`config.mk`:
```
export PLATFORM = sky130hd
export DESIGN_NAME = class_quota_round_robin_dispatcher_core
export DESIGN_NICKNAME = d
export VERILOG_FILES = /design/src/design/cqrr_pkg.sv /design/src/design/cqrr_ctrl.sv /design/src/design/cqrr_dpath.sv /design/src/design/cqrr_regs.sv /design/src/design/class_quota_round_robin_dispatcher_core.sv
export SDC_FILE = /design/constraint.sdc
export NUM_CORES = 2
export LEC_CHECK = 0
export BUFFER_PORTS_ARGS = -buffer_cell sky130_fd_sc_hd__buf_2
export CAP_MARGIN = 20
export CORE_ASPECT_RATIO = 1.4
export CORE_MARGIN = 2
export CORE_UTILIZATION = 50
export DETAILED_ROUTE_END_ITERATION = 12
export GPL_ROUTABILITY_DRIVEN = 0
export PLACE_DENSITY = 0.76
export REMOVE_ABC_BUFFERS = 1
export SETUP_SLACK_MARGIN = 0.5
export SLEW_MARGIN = 20
export SYNTH_ARGS = -nofsm -noshare
export SYNTH_HDL_FRONTEND = slang
export SYNTH_HIERARCHICAL = 1
export SYNTH_SLANG_ARGS = --single-unit
export TNS_END_PERCENT = 100
```
`constraint.sdc`:
```
create_clock -name i_clk -period 13.9 [get_ports i_clk]
set_input_delay 1.39 -clock i_clk [delete_from_list [all_inputs] [get_ports i_clk]]
set_output_delay 1.39 -clock i_clk [all_outputs]
set_load 0.01 [all_outputs]
```
`src/design/cqrr_pkg.sv`:
```
package cqrr_pkg;

    localparam int NUM_CLASSES = 4;
    localparam int QUEUE_DEPTH = 16;
    localparam int CLS_W = $clog2(NUM_CLASSES);
    localparam int QPTR_W = $clog2(QUEUE_DEPTH);
    localparam int QFILL_W = $clog2(QUEUE_DEPTH + 1);
    localparam int OCNT_W = $clog2(NUM_CLASSES + 1);
    localparam int MEM_DEPTH = NUM_CLASSES * QUEUE_DEPTH;
    localparam int MEM_AW = $clog2(MEM_DEPTH);
    localparam int PADDR_W = 5;

    localparam logic [1:0] CMD_SUBMIT = 2'd0;
    localparam logic [1:0] CMD_FINISH = 2'd1;
    localparam logic [1:0] CMD_DRAIN  = 2'd2;
    localparam logic [1:0] CMD_NOP    = 2'd3;

    localparam logic [1:0] KIND_GRANT    = 2'd0;
    localparam logic [1:0] KIND_DONE     = 2'd1;
    localparam logic [1:0] KIND_REJ_STOP = 2'd2;
    localparam logic [1:0] KIND_REJ_FULL = 2'd3;

    localparam logic [2:0] REG_LIMIT  = 3'd0;
    localparam logic [2:0] REG_SHARE0 = 3'd1;

    typedef struct packed {
        logic [1:0]  cmd;
        logic [1:0]  req_class;
        logic [15:0] req_tag;
    } t_in_item;

    typedef struct packed {
        logic [1:0]  kind;
        logic [1:0]  grant_class;
        logic [15:0] grant_tag;
        logic [31:0] grant_id;
        logic [7:0]  running_now;
        logic        last;
    } t_out_item;

    // Controller to datapath commands.
    typedef struct packed {
        logic       latch;     // capture the input item
        logic       submit;    // write the queue and list the class
        logic       finish;    // decrement running counts
        logic       drain;     // clear queues and list
        logic       start;     // clear pass counter, load slot from saved position
        logic       eval;      // evaluate current slot, read memory
        logic       grant;     // commit the grant of the evaluated slot
        logic       step;      // move to next slot
    } t_ctl_cmd;

    // Datapath status to the controller.
    typedef struct packed {
        logic       rej_stop;
        logic       rej_full;
        logic       pass_ok;    // a pass may run
        logic       slot_ok;    // evaluated slot can grant
        logic       pass_end;   // last slot visited or limit reached
        logic [1:0] cmd;
    } t_dp_stat;

endpackage

```
`src/design/cqrr_ctrl.sv`:
```
module cqrr_ctrl
    import cqrr_pkg::*;
(
    input  logic     i_clk,
    input  logic     i_rst_n,
    input  logic     i_start,
    input  t_dp_stat i_stat,
    output t_ctl_cmd o_cmd,
    output logic     o_busy,
    output logic     o_emit_grant,
    output logic     o_emit_close,
    output logic [1:0] o_close_kind
);

    typedef enum logic [2:0] {
        S_IDLE, S_DECODE, S_EVAL, S_CHECK, S_GRANT, S_CLOSE
    } t_state;

    t_state r_state, n_state;
    logic [1:0] r_kind, n_kind;

    always_comb begin
        n_state = r_state;
        n_kind = r_kind;
        o_cmd = '0;
        o_emit_grant = 1'b0;
        o_emit_close = 1'b0;
        case (r_state)
            S_IDLE: begin
                if (i_start) begin
                    o_cmd.latch = 1'b1;
                    n_state = S_DECODE;
                end
            end
            S_DECODE: begin
                n_kind = KIND_DONE;
                n_state = S_CLOSE;
                case (i_stat.cmd)
                    CMD_SUBMIT: begin
                        if (i_stat.rej_stop) begin
                            n_kind = KIND_REJ_STOP;
                        end else if (i_stat.rej_full) begin
                            n_kind = KIND_REJ_FULL;
                        end else begin
                            o_cmd.submit = 1'b1;
                            n_state = S_EVAL;
                        end
                    end
                    CMD_FINISH: begin
                        o_cmd.finish = 1'b1;
                        n_state = S_EVAL;
                    end
                    CMD_DRAIN: o_cmd.drain = 1'b1;
                    default: ;
                endcase
                if (n_state == S_EVAL) begin
                    o_cmd.start = 1'b1;
                end
            end
            S_EVAL: begin
                if (!i_stat.pass_ok) begin
                    n_state = S_CLOSE;
                end else begin
                    o_cmd.eval = 1'b1;
                    n_state = S_CHECK;
                end
            end
            S_CHECK: begin
                if (i_stat.slot_ok) begin
                    n_state = S_GRANT;
                end else begin
                    o_cmd.step = 1'b1;
                    n_state = i_stat.pass_end ? S_CLOSE : S_EVAL;
                end
            end
            S_GRANT: begin
                o_cmd.grant = 1'b1;
                o_emit_grant = 1'b1;
                o_cmd.step = 1'b1;
                n_state = i_stat.pass_end ? S_CLOSE : S_EVAL;
            end
            S_CLOSE: begin
                o_emit_close = 1'b1;
                n_state = S_IDLE;
            end
            default: n_state = S_IDLE;
        endcase
    end

    assign o_busy = (r_state != S_IDLE);
    assign o_close_kind = r_kind;

    always_ff @(posedge i_clk) begin
        if (!i_rst_n) begin
            r_state <= S_IDLE;
            r_kind <= KIND_DONE;
        end else begin
            r_state <= n_state;
            r_kind <= n_kind;
        end
    end

endmodule

```
`src/design/cqrr_dpath.sv`:
```
module cqrr_dpath
    import cqrr_pkg::*;
(
    input  logic      i_clk,
    input  logic      i_rst_n,
    input  t_in_item  i_item,
    input  t_ctl_cmd  i_cmd,
    input  logic      i_emit_grant,
    input  logic      i_emit_close,
    input  logic [1:0] i_close_kind,
    input  logic [7:0] i_limit,
    input  logic [NUM_CLASSES-1:0][11:0] i_share,
    output t_dp_stat  o_stat,
    output logic      o_strobe,
    output t_out_item o_result
);

    logic [15:0] r_mem [MEM_DEPTH];
    logic [15:0] r_rd_tag;

    t_in_item r_item;
    logic [NUM_CLASSES-1:0][QPTR_W-1:0]  r_head;
    logic [NUM_CLASSES-1:0][QFILL_W-1:0] r_fill;
    logic [NUM_CLASSES-1:0][CLS_W-1:0]   r_order;
    logic [OCNT_W-1:0] r_ocnt;
    logic [CLS_W-1:0]  r_rr;
    logic [CLS_W-1:0]  r_slot;
    logic [OCNT_W-1:0] r_visit;
    logic [7:0] r_total;
    logic [NUM_CLASSES-1:0][7:0] r_crun;
    logic [31:0] r_id;
    logic r_accepting;
    logic r_draining;
    logic [CLS_W-1:0] r_cls;
    logic r_ok;
    logic [19:0] r_prod;
    logic r_strobe;
    t_out_item r_out;

    logic [CLS_W-1:0] w_cls;
    logic [11:0] w_share;
    logic [CLS_W:0] w_next_slot;
    logic [11:0] w_ceil;
    logic [11:0] w_allow;
    logic w_listed;
    logic [7:0] w_total_next;

    assign w_cls = r_order[r_slot];
    assign w_share = (i_share[w_cls] == 12'd0) ? 12'd256 : i_share[w_cls];
    // Rounded-up allowance keeps all twelve integer bits of the product.
    assign w_ceil = r_prod[19:8] + {11'd0, |r_prod[7:0]};
    assign w_allow = (w_ceil == 12'd0) ? 12'd1 : w_ceil;
    assign w_total_next = r_total + 8'd1;
    assign w_next_slot = {1'b0, r_slot} + 1'b1;

    always_comb begin
        w_listed = 1'b0;
        for (int i = 0; i < NUM_CLASSES; i++) begin
            if (OCNT_W'(i) < r_ocnt && r_order[i] == r_item.req_class[CLS_W-1:0]) begin
                w_listed = 1'b1;
            end
        end
    end

    always_comb begin
        o_stat.cmd = r_item.cmd;
        o_stat.rej_stop = !r_accepting;
        o_stat.rej_full = r_fill[r_item.req_class[CLS_W-1:0]] >= QFILL_W'(QUEUE_DEPTH);
        o_stat.pass_ok = !r_draining && (r_total < i_limit) && (r_ocnt != '0);
        o_stat.slot_ok = r_ok && ({4'd0, r_crun[r_cls]} < w_allow);
        o_stat.pass_end = (r_visit + 1'b1 >= r_ocnt) ||
                          ((i_emit_grant ? w_total_next : r_total) >= i_limit);
    end

    always_ff @(posedge i_clk) begin
        if (i_cmd.submit) begin
            r_mem[{r_item.req_class[CLS_W-1:0],
                   QPTR_W'(r_head[r_item.req_class[CLS_W-1:0]]
                   + r_fill[r_item.req_class[CLS_W-1:0]][QPTR_W-1:0])}] <= r_item.req_tag;
        end
        if (i_cmd.eval) begin
            r_rd_tag <= r_mem[{w_cls, r_head[w_cls]}];
            r_cls <= w_cls;
            r_ok <= (r_fill[w_cls] != '0);
            r_prod <= {8'd0, w_share} * {12'd0, i_limit};
        end
        if (i_cmd.latch) begin
            r_item <= i_item;
        end
    end

    always_ff @(posedge i_clk) begin
        if (!i_rst_n) begin
            r_head <= '0;
            r_fill <= '0;
            r_order <= '0;
            r_ocnt <= '0;
            r_rr <= '0;
            r_slot <= '0;
            r_visit <= '0;
            r_total <= '0;
            r_crun <= '0;
            r_id <= '0;
            r_accepting <= 1'b1;
            r_draining <= 1'b0;
            r_strobe <= 1'b0;
            r_out <= '0;
        end else begin
            r_strobe <= i_emit_grant || i_emit_close;
            if (i_cmd.submit) begin
                r_fill[r_item.req_class[CLS_W-1:0]] <=
                    r_fill[r_item.req_class[CLS_W-1:0]] + 1'b1;
                if (!w_listed) begin
                    r_order[r_ocnt[CLS_W-1:0]] <= r_item.req_class[CLS_W-1:0];
                    r_ocnt <= r_ocnt + 1'b1;
                end
            end
            if (i_cmd.finish) begin
                if (r_total != 8'd0) begin
                    r_total <= r_total - 8'd1;
                end
                if (r_crun[r_item.req_class[CLS_W-1:0]] != 8'd0) begin
                    r_crun[r_item.req_class[CLS_W-1:0]] <=
                        r_crun[r_item.req_class[CLS_W-1:0]] - 8'd1;
                end
            end
            if (i_cmd.drain) begin
                r_accepting <= 1'b0;
                r_draining <= 1'b1;
                r_head <= '0;
                r_fill <= '0;
                r_ocnt <= '0;
            end
            if (i_cmd.start) begin
                r_visit <= '0;
                // Saved position is always below the list length, except
                // after a drain empties the list, when no pass can run.
                r_slot <= r_rr;
            end
            if (i_cmd.step) begin
                r_visit <= r_visit + 1'b1;
                r_slot <= (w_next_slot >= (CLS_W+1)'(r_ocnt)) ? '0
                        : w_next_slot[CLS_W-1:0];
            end
            if (i_cmd.grant) begin
                r_head[r_cls] <= r_head[r_cls] + 1'b1;
                r_fill[r_cls] <= r_fill[r_cls] - 1'b1;
                r_total <= w_total_next;
                r_crun[r_cls] <= r_crun[r_cls] + 8'd1;
                r_id <= r_id + 32'd1;
                r_rr <= (w_next_slot >= (CLS_W+1)'(r_ocnt)) ? '0
                      : w_next_slot[CLS_W-1:0];
                r_out.kind <= KIND_GRANT;
                r_out.grant_class <= r_cls;
                r_out.grant_tag <= r_rd_tag;
                r_out.grant_id <= r_id;
                r_out.running_now <= w_total_next;
                r_out.last <= 1'b0;
            end
            if (i_emit_close) begin
                r_out.kind <= i_close_kind;
                r_out.grant_class <= '0;
                r_out.grant_tag <= '0;
                r_out.grant_id <= '0;
                r_out.running_now <= r_total;
                r_out.last <= 1'b1;
            end
        end
    end

    assign o_strobe = r_strobe;
    assign o_result = r_out;

endmodule

```
`src/design/cqrr_regs.sv`:
```
module cqrr_regs
    import cqrr_pkg::*;
(
    input  logic        i_clk,
    input  logic        i_rst_n,
    input  logic        psel,
    input  logic        penable,
    input  logic        pwrite,
    input  logic [PADDR_W-1:0] paddr,
    input  logic [31:0] pwdata,
    output logic [31:0] prdata,
    output logic        pready,
    output logic [7:0]  o_limit,
    output logic [NUM_CLASSES-1:0][11:0] o_share
);

    logic [7:0] r_limit;
    logic [NUM_CLASSES-1:0][11:0] r_share;
    logic [2:0] w_idx;

    assign w_idx = paddr[PADDR_W-1:2];
    assign pready = 1'b1;

    always_comb begin
        prdata = '0;
        if (w_idx == REG_LIMIT) begin
            prdata = {24'd0, r_limit};
        end else if (w_idx >= REG_SHARE0 && w_idx < REG_SHARE0 + 3'(NUM_CLASSES)) begin
            prdata = {20'd0, r_share[2'(w_idx - REG_SHARE0)]};
        end
    end

    always_ff @(posedge i_clk) begin
        if (!i_rst_n) begin
            r_limit <= 8'd4;
            r_share <= {NUM_CLASSES{12'd256}};
        end else if (psel && penable && pwrite) begin
            if (w_idx == REG_LIMIT) begin
                r_limit <= pwdata[7:0];
            end else if (w_idx >= REG_SHARE0 && w_idx < REG_SHARE0 + 3'(NUM_CLASSES)) begin
                r_share[2'(w_idx - REG_SHARE0)] <= pwdata[11:0];
            end
        end
    end

    assign o_limit = r_limit;
    assign o_share = r_share;

endmodule

```
`src/design/class_quota_round_robin_dispatcher_core.sv`:
```
// Channel   | Direction | Handshake                  | Payload
// command   | in        | i_start, o_busy            | i_item (t_in_item)
// result    | out       | o_strobe, one cycle        | o_result (t_out_item)
// config    | in        | psel/penable/pwrite/pready | paddr, pwdata, prdata
//
// A command is transferred when i_start is high and o_busy is low.
// After the transfer o_busy stays high in DECODE and CLOSE for rejections, drains and
// no-ops, also in EVAL when no pass can run, else also in EVAL and CHECK per visited
// class and GRANT per grant. The closing result shows in the first idle cycle, when
// the next command may transfer. One shared evaluation stage checks the slots in turn.
// Reset is synchronous and active low; the receiver cannot stall results.

module class_quota_round_robin_dispatcher_core
    import cqrr_pkg::*;
(
    input  logic        i_clk,
    input  logic        i_rst_n,
    input  logic        i_start,
    input  t_in_item    i_item,
    output logic        o_busy,
    output logic        o_strobe,
    output t_out_item   o_result,
    input  logic        psel,
    input  logic        penable,
    input  logic        pwrite,
    input  logic [PADDR_W-1:0] paddr,
    input  logic [31:0] pwdata,
    output logic [31:0] prdata,
    output logic        pready
);

    t_ctl_cmd w_cmd;
    t_dp_stat w_stat;
    logic w_emit_grant;
    logic w_emit_close;
    logic [1:0] w_close_kind;
    logic [7:0] w_limit;
    logic [NUM_CLASSES-1:0][11:0] w_share;

    // Register file for the limit and the per-class shares.
    cqrr_regs u_regs (
        .i_clk, .i_rst_n, .psel, .penable, .pwrite, .paddr, .pwdata,
        .prdata, .pready, .o_limit(w_limit), .o_share(w_share)
    );

    // Sequencer that walks decode, the round-robin pass and the closing result.
    cqrr_ctrl u_ctrl (
        .i_clk, .i_rst_n, .i_start, .i_stat(w_stat), .o_cmd(w_cmd),
        .o_busy, .o_emit_grant(w_emit_grant), .o_emit_close(w_emit_close),
        .o_close_kind(w_close_kind)
    );

    // Queues, class list, counters and the result register.
    cqrr_dpath u_dpath (
        .i_clk, .i_rst_n, .i_item, .i_cmd(w_cmd),
        .i_emit_grant(w_emit_grant), .i_emit_close(w_emit_close),
        .i_close_kind(w_close_kind), .i_limit(w_limit), .i_share(w_share),
        .o_stat(w_stat), .o_strobe, .o_result
    );

endmodule

```
==> metrics.txt <==
initial antenna violation count=2; core area=121000 um^2; CP endpoint kind=flop; EDFF count, synth=1083; post-CTS setup buffers=0; Num CTS Buffers=roughly 120; Worst path max stage delay=slightly below 0.7 ns; area of the multi-input gates=between 20000 and 25000 um^2; total global-route track usage=24.2%; drt wl/cell=about 22 um; CP Class=flop to flop; Main synth FF type=edfxtp_1; Reg area=between 30000 and 40000 um^2; PortBufs=115; Synth Warn #=6; layout cells sized above 1=between 10% and 20%; Layout area overhead=10.6%; CTS HTree Levels=3; asr flop ratio synth=0%; largest net degree at the start of global routing=about 230; startpoint type of the worst setup path=flop; Clock Latency Late Sink=approximately 0.76 ns; grt peak-use layer=met2; Slew Limit Fails=0; final-report setup violation count=0; Critical Path Slowest Stage Cell=mux4_2; antenna viol nets, final=0; Worst Clk Skew=0.0716 ns; clock-pin slew on the worst setup and hold paths=roughly 0.070 ns; die width=approximately 300 um; cell row count=151; worst-margin pin slew=between 1 and 1.5 ns; period utilization=50.6%; Syn Area/Cell=between 10 and 15 um^2; vias in the first global route=just over 40k; Critical Path AT=between 7 and 8 ns; hold_ws=0.468 ns; fmax=approximately 140 MHz; most frequent cells in the layout=1083 x edfxtp_1, 984 x nand2_1, 324 x mux2i_1; via/cell ratio=between 5 and 6; final wirelength=around 150 mm; crit path time final=between 7 and 8 ns; drt drc=0; CP top delay family=adder cells; Pleak=about 25 nW; critical-path cell list=mux2i_1 -> mux2_2 -> inv_6 -> mux4_2 -> nor4_1 -> nand3_1 -> nand2b_1 -> nand2_1 -> fa_1 -> inv_1 -> fa_1 -> fa_1 -> inv_1 -> fa_1 -> inv_1 -> ha_1 -> nand3_1 -> a211oi_1 -> nor3_1 -> o311ai_0 -> a21oi_1 -> xnor2_1; Worst slew margin=18.6%; Clock Root Buffer=clkbuf_16; Clock Sinks=1334; RSZ-0062 raised after global routing=false; max_cap viols=0; outcome=finished, final reports clean; Syn Std Cell Area=61100 um^2; die height=around 420 um; hold depth=2; # IOs=159; met1 GRT Util=28.5%; M3 GR Usage=just over 3%; most common cell after layout, fill and taps aside=edfxtp_1; first-pass GRT wire length=roughly 230 mm; hold-fix buffers at CTS=0; R2R depth=22; Levels on crit path=22; Max Root-Sink Buffers=3; register area share after synthesis=61.4%; met2 GRT Util=about 42%; CP required=around 14 ns; CP dominant cell by count=fa_1; CP bufs+invs=4; full die area=roughly 130000 um^2; DP HPWL=just over 90 mm; gr ovfl total=0; worst vdd ir=0.114 mV; 1st-iter DRT viols=approximately 4.5k; initial core utilization=50.5%; CTS tree=yes; FILL cells=~9.6k; CP Max Fanout=28; Syn Inst Count=slightly above 5k; fin nets=about 5.4k; Synth cell types=76; Yosys reg bits=1334; drt first pass iters=8; Hold Path Class=flop to flop; Power Dens Cells=around 120 nW/um^2; setup TNS=0 ns; final hold vios=0; Resized cells post-CTS=0; Via Count=about 41k
## synthesized netlist by cell type (all sizes together) (32+ instances only)
master,n,area [um^2]
nand3,322,1610
nor2b,64,400
a311oi,48,420
inv,108,405
xnor2,71,622
nand2b,115,719
nand2,986,3700
buf,152,900
a21oi,211,1060
dfxtp,251,5020
edfxtp,1083,32500
clkbuf,184,692
fa,61,1220
mux4,60,1350
a211oi,36,270
and2,147,920
nor2,244,916
o21a,37,278
nor3,66,330
mux2i,329,3340
o41ai,32,310
ha,93,1160
o21ai,52,260
## where the power goes
group | total, mW | internal [mW] | switching (mW)
registers | 4.42 | 4.40 | 0.0211
clock network | 3.55 | 2.03 | 1.51
logic | 0.439 | 0.121 | 0.318
## layer usage
metal / vias to the layer above / share of wire (%)
li1: 18400 / -
met1: 20000 / 36
met2: 1895 / 51
met3: 380 / 7.6
met4: 0 / 5.8
met5: - / 0
## worst reg2reg max path: stages (launching register included)
cell and delay (ns):
dfxtp_1 0.51, mux2i_1 0.12, mux2_2 0.49, inv_6 0.38
mux4_2 0.73, nor4_1 0.33, nand3_1 0.12, nand2b_1 0.26
nand2_1 0.14, fa_1 0.57, inv_1 0.05, fa_1 0.48
fa_1 0.49, inv_1 0.05, fa_1 0.47, inv_1 0.04
ha_1 0.35, nand3_1 0.10, a211oi_1 0.31, nor3_1 0.17
o311ai_0 0.40, a21oi_1 0.14, xnor2_1 0.13
## stage by stage
stage / worst slack (ns) / instance area [um^2] / utilization, % / cells / total power [mW]
CTS: 6.87 / 67600 / 55.8 / 6865 / 8.44
finish: 6.86 / 67600 / 55.8 / 6867 / 8.40
global route: 6.36 / 67600 / 55.8 / 6867 / 8.63
global placement: 6.94 / 63200 / 52.2 / 6634 / 4.92
detailed placement: 6.87 / 63300 / 52.3 / 6635 / 4.94
floorplan: -8.76 / 59600 / - / 4788 / 4.76
## registers in the layout (all words and copies together) (netlist names), 8 cells and up
register,flops
u_dpath/r_mem,1024
u_dpath/r_order,8
u_dpath/r_head,16
u_dpath/o_result,61
u_regs/o_limit,8
u_dpath/r_total,8
u_dpath/r_rd_tag,16
u_dpath/r_fill,20
u_dpath/r_crun,32
u_dpath/r_prod,20
u_dpath/r_item,18
u_dpath/r_id,32
u_regs/o_share,48
## final cells by class
type / instances / share of cell area (%)
Antenna cell: 1 / 0.00370
Clock buffer: 137 / 4.62
Clock inverter: 93 / 1.71
Inverter: 108 / 0.607
Multi-Input combinational cell: 3346 / 32.2
Sequential cell: 1334 / 55.6
Tap cell: 1606 / 2.97
Timing Repair Buffer: 242 / 2.33
## path summary, 6_finish.rpt
path                         from                    to  slack [ns]
max             u_dpath/r_slot[0]    u_dpath/r_prod[19]        6.86
min          u_dpath/o_result[58]  u_dpath/o_result[58]        0.47
max reg2reg     u_dpath/r_slot[0]    u_dpath/r_prod[19]        6.86
min reg2reg  u_dpath/o_result[58]  u_dpath/o_result[58]        0.47
## logic make-up (layout without fill, tap and decap cells)
| kind of cell | after synthesis | count (layout) | synth area share [%] |
|---|---|---|---|
| other cells | 2 | 22 | 0.0123 |
| fa+ha+maj | 154 | 154 | 3.90 |
| compound gates | 609 | 609 | 6.69 |
| buf+inv | 444 | 580 | 3.27 |
| xor+xnor | 100 | 100 | 1.43 |
| flops | 1334 | 1334 | 61.4 |
| mux | 394 | 394 | 7.77 |
| simple gates | 2068 | 2068 | 15.5 |
Note: power is estimated with default switching activity, not from simulation.
